--- src/rtl/pes_pkg.sv ---
// shared types and constants for the pes header stripper
// used by the channel interfaces, the parser and the top level
package pes_pkg;

  localparam int unsigned BYTE_W = 8;
  localparam int unsigned REM_W  = 16;

  localparam logic [BYTE_W-1:0] CODE_ZERO = 8'h00;
  localparam logic [BYTE_W-1:0] CODE_ONE  = 8'h01;

  // parser position, one-hot
  typedef enum logic [10:0] {
    HUNT0    = 11'b000_0000_0001,
    HUNT1    = 11'b000_0000_0010,
    HUNT2    = 11'b000_0000_0100,
    SID      = 11'b000_0000_1000,
    LEN_HI   = 11'b000_0001_0000,
    LEN_LO   = 11'b000_0010_0000,
    FLAG0    = 11'b000_0100_0000,
    FLAG1    = 11'b000_1000_0000,
    HDR_LEN  = 11'b001_0000_0000,
    HDR_SKIP = 11'b010_0000_0000,
    PAYLOAD  = 11'b100_0000_0000
  } phase_t;

  typedef struct packed {
    logic              valid;
    logic [BYTE_W-1:0] es_byte;
    logic              packet_end;
  } result_t;

endpackage

--- src/rtl/pes_if.sv ---
// stream channel interfaces: pes byte input and elementary stream output
// depends on pes_pkg for the byte width
interface pes_in_if;
  logic                       valid;
  logic                       ready;
  logic [pes_pkg::BYTE_W-1:0] data_byte;

  modport source (output valid, output data_byte, input ready);
  modport sink (input valid, input data_byte, output ready);
endinterface

interface pes_out_if;
  logic                       valid;
  logic                       ready;
  logic [pes_pkg::BYTE_W-1:0] es_byte;
  logic                       packet_end;

  modport source (output valid, output es_byte, output packet_end, input ready);
  modport sink (input valid, input es_byte, input packet_end, output ready);
endinterface

--- src/rtl/pes_to_es_payload_extractor.sv ---
// top level of the pes header stripper: parser plus output register
// depends on pes_pkg, pes_if.sv and pes_parse
//
//   channel  | dir | payload                 | per word
//   data_in  | in  | data_byte[7:0]          | one pes stream byte
//   es_out   | out | es_byte[7:0], packet_end| one payload byte, end of packet flag
//
// one input word per cycle; a payload result shows in the cycle after its word
// the parser state and a single output register are the only storage
// rst (synchronous) returns the parser to start code hunt and empties the output
// a stalled output blocks input only while the output register is full
module pes_to_es_payload_extractor (
  input logic      clk,
  input logic      rst,
  pes_in_if.sink   data_in,
  pes_out_if.source es_out
);

  pes_pkg::result_t res;
  logic             step;
  logic             out_free;

  assign out_free      = !es_out.valid || es_out.ready;
  assign data_in.ready = out_free;
  assign step          = data_in.valid && data_in.ready;

  pes_parse u_parse (
    .clk       (clk),
    .rst       (rst),
    .step      (step),
    .data_byte (data_in.data_byte),
    .res       (res)
  );

  always_ff @(posedge clk) begin
    if (rst) begin
      es_out.valid <= 1'b0;
    end else if (out_free) begin
      es_out.valid <= step && res.valid;
    end
  end

  always_ff @(posedge clk) begin
    if (out_free && step && res.valid) begin
      es_out.es_byte    <= res.es_byte;
      es_out.packet_end <= res.packet_end;
    end
  end

endmodule

--- src/rtl/pes_parse.sv ---
// pes header parser: start code hunt, length and header tracking, payload pick
// depends on pes_pkg; state advances on each accepted word
module pes_parse (
  input  logic                       clk,
  input  logic                       rst,
  input  logic                       step,
  input  logic [pes_pkg::BYTE_W-1:0] data_byte,
  output pes_pkg::result_t           res
);

  pes_pkg::phase_t            phase;
  pes_pkg::phase_t            phase_next;
  logic [pes_pkg::REM_W-1:0]  remaining;
  logic [pes_pkg::REM_W-1:0]  remaining_next;
  logic [pes_pkg::REM_W-1:0]  remaining_dec;
  logic [pes_pkg::BYTE_W-1:0] header_left;
  logic [pes_pkg::BYTE_W-1:0] header_left_next;
  logic                       take_payload;

  function automatic pes_pkg::phase_t hunt_next(input pes_pkg::phase_t p,
                                                input logic [pes_pkg::BYTE_W-1:0] v);
    pes_pkg::phase_t n;
    case (p)
      pes_pkg::HUNT1: n = (v == pes_pkg::CODE_ZERO) ? pes_pkg::HUNT2 : pes_pkg::HUNT0;
      pes_pkg::HUNT2: begin
        if (v == pes_pkg::CODE_ONE) n = pes_pkg::SID;
        else if (v == pes_pkg::CODE_ZERO) n = pes_pkg::HUNT2;
        else n = pes_pkg::HUNT0;
      end
      default: n = (v == pes_pkg::CODE_ZERO) ? pes_pkg::HUNT1 : pes_pkg::HUNT0;
    endcase
    return n;
  endfunction

  // saturating count of packet bytes
  assign remaining_dec = (remaining != '0) ? remaining - 1'b1 : remaining;

  always_comb begin
    phase_next       = phase;
    remaining_next   = remaining;
    header_left_next = header_left;
    take_payload     = 1'b0;
    res.valid        = 1'b0;
    res.es_byte      = data_byte;
    res.packet_end   = 1'b0;
    unique case (phase)
      pes_pkg::HUNT0, pes_pkg::HUNT1, pes_pkg::HUNT2: begin
        phase_next = hunt_next(phase, data_byte);
      end
      pes_pkg::SID: phase_next = pes_pkg::LEN_HI;
      pes_pkg::LEN_HI: begin
        remaining_next = {data_byte, {(pes_pkg::REM_W-pes_pkg::BYTE_W){1'b0}}};
        phase_next     = pes_pkg::LEN_LO;
      end
      pes_pkg::LEN_LO: begin
        remaining_next = remaining | {{(pes_pkg::REM_W-pes_pkg::BYTE_W){1'b0}}, data_byte};
        phase_next     = pes_pkg::FLAG0;
      end
      pes_pkg::FLAG0: begin
        remaining_next = remaining_dec;
        phase_next     = pes_pkg::FLAG1;
      end
      pes_pkg::FLAG1: begin
        remaining_next = remaining_dec;
        phase_next     = pes_pkg::HDR_LEN;
      end
      pes_pkg::HDR_LEN: begin
        header_left_next = data_byte;
        remaining_next   = remaining_dec;
        phase_next       = pes_pkg::HDR_SKIP;
      end
      pes_pkg::HDR_SKIP: begin
        if (header_left != '0) begin
          header_left_next = header_left - 1'b1;
          remaining_next   = remaining_dec;
        end else begin
          // header done, this word is already payload
          take_payload = 1'b1;
        end
      end
      pes_pkg::PAYLOAD: take_payload = 1'b1;
      default: phase_next = hunt_next(pes_pkg::HUNT0, data_byte);
    endcase

    if (take_payload) begin
      if (remaining == '0) begin
        // packet already used up, treat word as start of a new hunt
        phase_next = hunt_next(pes_pkg::HUNT0, data_byte);
      end else begin
        remaining_next = remaining - 1'b1;
        res.valid      = 1'b1;
        res.packet_end = (remaining == {{(pes_pkg::REM_W-1){1'b0}}, 1'b1});
        phase_next     = res.packet_end ? pes_pkg::HUNT0 : pes_pkg::PAYLOAD;
      end
    end
  end

  always_ff @(posedge clk) begin
    if (rst) begin
      phase       <= pes_pkg::HUNT0;
      remaining   <= '0;
      header_left <= '0;
    end else if (step) begin
      phase       <= phase_next;
      remaining   <= remaining_next;
      header_left <= header_left_next;
    end
  end

`ifndef ASSERT_OFF
  a_end_rehunts: assert property (@(posedge clk) disable iff (rst)
    step && res.valid && res.packet_end |=> phase == pes_pkg::HUNT0)
    else $error("parser did not return to hunt after last payload word");

  a_payload_has_count: assert property (@(posedge clk) disable iff (rst)
    phase == pes_pkg::PAYLOAD |-> remaining != '0)
    else $error("payload phase with no packet bytes left");

  a_result_phase: assert property (@(posedge clk) disable iff (rst)
    res.valid |-> (phase == pes_pkg::PAYLOAD || phase == pes_pkg::HDR_SKIP))
    else $error("result raised outside payload phases");

  a_header_count: assert property (@(posedge clk) disable iff (rst)
    step && phase == pes_pkg::HDR_SKIP && header_left != '0
    |=> header_left == $past(header_left) - 1'b1)
    else $error("header skip count did not step down");
`endif

endmodule

--- src/flat_wrapper.sv ---
// flat-port wrapper written by rule: the top's interface ports become plain ports
module pes_to_es_payload_extractor_flat 
  (clk, rst, data_in_valid, data_in_data_byte, data_in_ready, es_out_valid, es_out_es_byte, es_out_packet_end, es_out_ready);
  pes_in_if data_in_i ();
  pes_out_if es_out_i ();
  input logic clk;
  input logic rst;
  input wire logic [$bits(data_in_i.valid)-1:0] data_in_valid;
  input wire logic [$bits(data_in_i.data_byte)-1:0] data_in_data_byte;
  output wire logic [$bits(data_in_i.ready)-1:0] data_in_ready;
  output wire logic [$bits(es_out_i.valid)-1:0] es_out_valid;
  output wire logic [$bits(es_out_i.es_byte)-1:0] es_out_es_byte;
  output wire logic [$bits(es_out_i.packet_end)-1:0] es_out_packet_end;
  input wire logic [$bits(es_out_i.ready)-1:0] es_out_ready;
  assign data_in_i.valid = data_in_valid;
  assign data_in_i.data_byte = data_in_data_byte;
  assign data_in_ready = data_in_i.ready;
  assign es_out_valid = es_out_i.valid;
  assign es_out_es_byte = es_out_i.es_byte;
  assign es_out_packet_end = es_out_i.packet_end;
  assign es_out_i.ready = es_out_ready;
  pes_to_es_payload_extractor u_core (.clk(clk), .rst(rst), .data_in(data_in_i), .es_out(es_out_i));
endmodule
--- config.mk ---
export PLATFORM = sky130hd
export DESIGN_NAME = pes_to_es_payload_extractor_flat
export DESIGN_NICKNAME = d
export VERILOG_FILES = /design/src/rtl/pes_pkg.sv /design/src/rtl/pes_if.sv /design/src/rtl/pes_to_es_payload_extractor.sv /design/src/rtl/pes_parse.sv /design/src/flat_wrapper.sv
export SDC_FILE = /design/constraint.sdc
export NUM_CORES = 1
export LEC_CHECK = 0
export BUFFER_PORTS_ARGS = -buffer_cell sky130_fd_sc_hd__buf_2
export CORE_UTILIZATION = 48
export CTS_BUF_LIST = sky130_fd_sc_hd__clkbuf_8
export CTS_CLUSTER_SIZE = 12
export DETAILED_ROUTE_END_ITERATION = 10
export GPL_TIMING_DRIVEN = 0
export PLACE_DENSITY = 0.68
export SKIP_CTS_REPAIR_TIMING = 1
export SLEW_MARGIN = 20
export SYNTH_ARGS = -nofsm -noshare
export SYNTH_HDL_FRONTEND = slang
export SYNTH_HIERARCHICAL = 1
export SYNTH_SLANG_ARGS = --single-unit
--- constraint.sdc ---
create_clock -name clk -period 2.4 [get_ports clk]
set_input_delay 0.12 -clock clk [delete_from_list [all_inputs] [get_ports clk]]
set_output_delay 0.12 -clock clk [all_outputs]
set_load 0.05 [all_outputs]
Word-level counts from Yosys, hierarchy flattened
Index checks and enable logic that the tools add are counted.
{ "totals": {"register_bits": 45, "input_bits": 12, "output_inout_bits": 11, "wordCells": 61} }
{ "op_classes": {"n_addsub": 2, "eq_ne": 15, "n_mux": 19, "bitwise": 2, "reduce_logical": 17} }
{ "op_table": {"columns": ["operator", "n"], "rows": [
  ["$pmux W11 S8", 1],
  ["$mux W16", 4],
  ["$pmux W16 S4", 1],
  ["$mux W11", 3],
  ["$eq A16 B1 Y1 const B", 1],
  ["$logic_not A16 Y1", 1],
  ["$or A16 B8 Y16", 1],
  ["$pmux W8 S2", 1],
  ["$reduce_bool A16 Y1", 1],
  ["$sub A16 B1 Y16 const B", 1],
  ["$eq A11 B1 Y1 const B", 1],
  ["$eq A11 B10 Y1 const B", 1],
  ["$eq A11 B11 Y1 const B", 1],
  ["$eq A11 B2 Y1 const B", 1],
  ["$eq A11 B3 Y1 const B", 1],
  ["$eq A11 B4 Y1 const B", 1],
  ["$eq A11 B5 Y1 const B", 1],
  ["$eq A11 B6 Y1 const B", 1],
  ["$eq A11 B7 Y1 const B", 1],
  ["$eq A11 B8 Y1 const B", 1],
  ["$eq A11 B9 Y1 const B", 1],
  ["$eq A8 B1 Y1 const B", 1],
  ["$logic_not A8 Y1", 1],
  ["$mux W8", 1],
  ["other kinds (19)", 26]
]} }

Depth between registers and ports, before layout
{ "depth": {"ltp_word": 6, "depth_mapped": 10, "depth_no_buf": 9} }

Hierarchy
The synthesis kept the hierarchy.
{ "by_module_without_submodules": {"columns": ["mod", "instances", "cells_each", "area_each_um2", "seq_area_each_um2"], "rows": [
  ["pes_parse", 1, 447, 3275.6, 700.7],
  ["pes_to_es_payload_extractor", 1, 15, 337.8, 290.3]
]} }

Worst setup path after synthesis
Ideal clock, no wire load.
{ "synth_timing": {"path_kind": "reg-to-reg", "startpoint": "reg u_core/u_parse/remaining[1] (netlist bit)", "endpoint": "reg u_core/u_parse/remaining[15] (netlist bit)", "setup_ns": 0.133, "arrival_time_ns": 2.172, "t_required_ns": 2.267, "slack_ns": 0.095, "path_stages_with_launch": 10, "n_path_buf": 1, "period_less_slack_ns": 2.305, "cell_sequence": "dfxtp_1 inv_1 ha_1 clkbuf_1 nor3b_2 nand4_4 and2_1 a21o_1 a2111oi_2 nor4_2"} }
{ "synth_via": {"elab_chain_len": 6, "word_cells_on_any_way": 8, "cone_classes": "1 x add/sub; 5 x mux; 2 x reduce/logical"} }
{ "synth_rtl": {"columns": ["item", "line_no", "text"], "rows": [
  ["start: declaration", "pes_parse.sv:13", "logic [pes_pkg::REM_W-1:0] remaining;"],
  ["start signal: assignment", "pes_parse.sv:105", "remaining <= remaining_next;"],
  ["$sub A16 B1 Y16 / $reduce_bool A16 Y1 (equally long branches)", "pes_parse.sv:36, pes_parse.sv:90", null],
  ["$mux W16", "pes_parse.sv:36", "assign remaining_dec = (remaining != '0) ? remaining - 1'b1 : remaining;"],
  ["$mux W16", "pes_parse.sv:73", "if (header_left != '0) begin"],
  ["$pmux W16 S4", "pes_parse.sv:46", "unique case (phase)"],
  ["$mux W16", "pes_parse.sv:86", "if (remaining == '0) begin"],
  ["$mux W16 (*)", "pes_parse.sv:85", "if (take_payload) begin"]
]} }
Mark *: on every way between the ends. The rest lies on a longest branch, timed or not.
A chain may end at the register's enable or synchronous reset.

==> results by group <==
Outcome
  – Outcome: finished, violations left
  – Failing checks: setup timing

STA
  – Setup TNS Final: -0.120 ns
  – Setup ws final: -0.0142 ns
  – RSZ-0062 raised after global routing: true
  – Setup Skew: 0.0143 ns
  – Hold Vio Cnt, Final: 0
  – Fin crit share: 101%
  – Max-slew violations: 0
  – Post-layout minimum cycle time: 2.41 ns
  – Worst-margin pin slew: 0.792 ns
  – # setup viols final: 9
  – Worst slew margin: 47.2%
  – Max Clock Freq: approximately 410 MHz

Critical path
  – Crit-path max FO: 10
  – CP endpoint kind: register
  – Crit start category: register
  – Worst Path Arrival: roughly 2.4 ns
  – Crit Path Category: register to register
  – WP data required: around 2.4 ns

Place
  – Dpl ws: -0.382 ns
  – Placer congestion estimate: a little over 1
  – IO Port Bufs: 22
  – Post-DP HPWL: 7.87 mm
  – Placed Cells: 583
  – Post-DP Area: 3850 um^2

Pwr
  – Pwr Density: approximately 360 nW/um^2
  – VDD IR max: 0.244 mV
  – Total power: 0.00156 W
  – P_leak: around 1.6 nW

Clocking
  – CTS H-tree lvls: 2
  – CTS tree: built
  – Cts bufs inserted: 5
  – Root Buffer: clkbuf_8
  – Clock sinks: 45
  – Maximum clock insertion buffer count: 2
  – Worst-path clk slew: 0.10 ns
  – Clock latency on the worst-skew pair: 0.31 ns

Floorplan
  – Rows: 31
  – Die Span X: ~89 um
  – Core Area: 7250 um^2
  – Die H: 88.8 um
  – Die Area: 7880 um^2
  – Starting Density: 49.8%
  – IO Pins: 23

Logic synthesis
  – Top cell type's share of synthesized area: between 10% and 20%
  – Prevailing post-synth register cell: dfxtp_1
  – Flop and latch count out of synthesis: 45
  – Post-synth EDFFs: 9
  – Synth area leader: dfxtp_1
  – Synth cell types: 80
  – Ys Warns: 6
  – Sequential fraction of the synthesis area: a little over a quarter
  – Synth top area cells: dfxtp_1 (20%), edfxtp_1 (7.5%), nand2_1 (6.1%)
  – Post-Synthesis Cells: between 400 and 500
  – Synth Cell Area: 3610 um^2
  – Synthesized area per cell: 7.82 um^2
  – Post-Syn Nets: 478
  – Share of flip-flops with an asynchronous set or reset: 0%

Global route
  – Gr ovfl total: 0
  – Largest net degree at the start of global routing: 17
  – Vias in the first global route: 3230
  – Gr usage total: 28.4%
  – First-pass GRT wire length: 16.9 mm
  – Initial antenna violation count: 0

Final layout
  – Area occupied by registers: 992 um^2
  – Finished Layout Cells: just over 600
  – Most common cell after layout, fill and taps aside: nand2_1
  – Design area: 4300 um^2
  – Area grow syn2layout: 18.9%
  – Layout cell share with drive strength beyond 1: 27.5%
  – Filler cells: 667
  – Ant. Diodes: 0
  – Fin nets: roughly 520
  – Most frequent cells in the layout: nand2_1 (58), a21oi_1 (44), dfxtp_1 (35), nor2_1 (35), buf_2 (34)
  – Area of the multi-input gates: roughly 2600 um^2

Route
  – Final wirelength: 11.6 mm
  – DR vias: 3807
  – Vias/cell: 6.29
  – Antenna Nets Post-Route: 0
  – Initial DRC count: 510
  – DR pass1 iterations: 5
  – DR DRC count: 0
  – WL/cell: 19.1 um

Worst hold path
  – HP Class: primary input to register

Job
  – Max_cap viols: 0
==> final timing paths <==
| kind | cells after the start | endpoint | slack [ns] | startpoint |
|---|---|---|---|---|
| setup / recovery | 7 | u_core/es_out.es_byte[5]$_DFFE_PP_ | -0.01 | u_core/u_parse/remaining[0]$_SDFFE_PP0P_ |
| hold reg to reg | 2 | u_core/es_out.valid$_SDFFE_PP0P_ | 0.53 | u_core/es_out.valid$_SDFFE_PP0P_ |
| hold / removal | 3 | u_core/es_out.valid$_SDFFE_PP0P_ | 0.1 | es_out_ready |
| setup reg to reg | 7 | u_core/es_out.es_byte[5]$_DFFE_PP_ | -0.01 | u_core/u_parse/remaining[0]$_SDFFE_PP0P_ |
==> layer usage <==
layer  GRT usage, %  vias up  share of wire, %
li1               -     1817                 -
met1           39.1     1776                43
met2           44.7      177                45
met3           3.73       37               8.2
met4           11.9        0               3.5
met5              0        -                 0
==> critical path, stage by stage (launching register included) <==
cell and delay, ns:
dfxtp_1 0.47, inv_1 0.12, ha_4 0.22, nor3b_4 0.18, and4_4 0.22, nor4_2 0.47
nand2_2 0.15, nor2b_4 0.29
==> through the flow <==
stage | utilization [%] | hold slack (ns)
3_5_place_dp | 53.0 | 0.291
2_1_floorplan | - | 0.189
4_1_cts | 54.3 | -0.0503
6_report | 59.3 | 0.0967
5_1_grt | 59.3 | 0.103
3_3_place_gp | 53.0 | 0.294
==> power breakdown <==
group | switching, W | internal, W
Sequential | 0.00000954 | 0.000776
Combinational | 0.000170 | 0.000102
Clock | 0.000294 | 0.000211
==> flip-flops by register name (all words and copies together) (netlist names) <==
signal and flops:
u_core/u_parse/remaining 16, u_core/es_out.valid 1, u_core/es_out.es_byte 8, u_core/es_out.packet_end 1, u_core/u_parse/header_left 8, u_core/u_parse/phase 11
==> cells in the mapped netlist (all sizes together), types with 4 or more instances <==
cell type	count
a211oi	8
a21o	4
a21oi	45
a22oi	6
a31oi	8
and2	8
buf	26
clkbuf	17
dfxtp	36
edfxtp	9
ha	4
inv	10
nand2	61
nand2b	6
nand3	8
nand4	7
nor2	38
nor2b	8
nor3	18
nor3b	6
nor4	16
o21ai	30
o22ai	6
o32ai	5
or2	6
or4	6
xor2	8
==> area by class of cell <==
class                      instances  area share, %
multi-input combinational        365           60.1
sequential                        45           23.1
buffer                            40           5.44
timing repair buffer              38           5.41
tap                               99           2.88
clock buffer                       5           1.60
inverter                          10          0.873
clock inverter                     3          0.582
==> cells by family (layout without fill, tap and decap cells) <==
| group | Yosys count | in the layout | share of synthesized area [%] |
|---|---|---|---|
| buffers and inverters | 53 | 96 | 7.48 |
| DFF | 45 | 45 | 27.4 |
| xor gates and xnor gates | 8 | 8 | 1.94 |
| muxes | 2 | 2 | 0.554 |
| AOI/OAI and AO/OA | 148 | 148 | 27.3 |
| adders and majority gates | 4 | 4 | 1.39 |
| and+or+nand+nor | 202 | 203 | 33.9 |
Note: power is estimated with default switching activity, not from simulation.
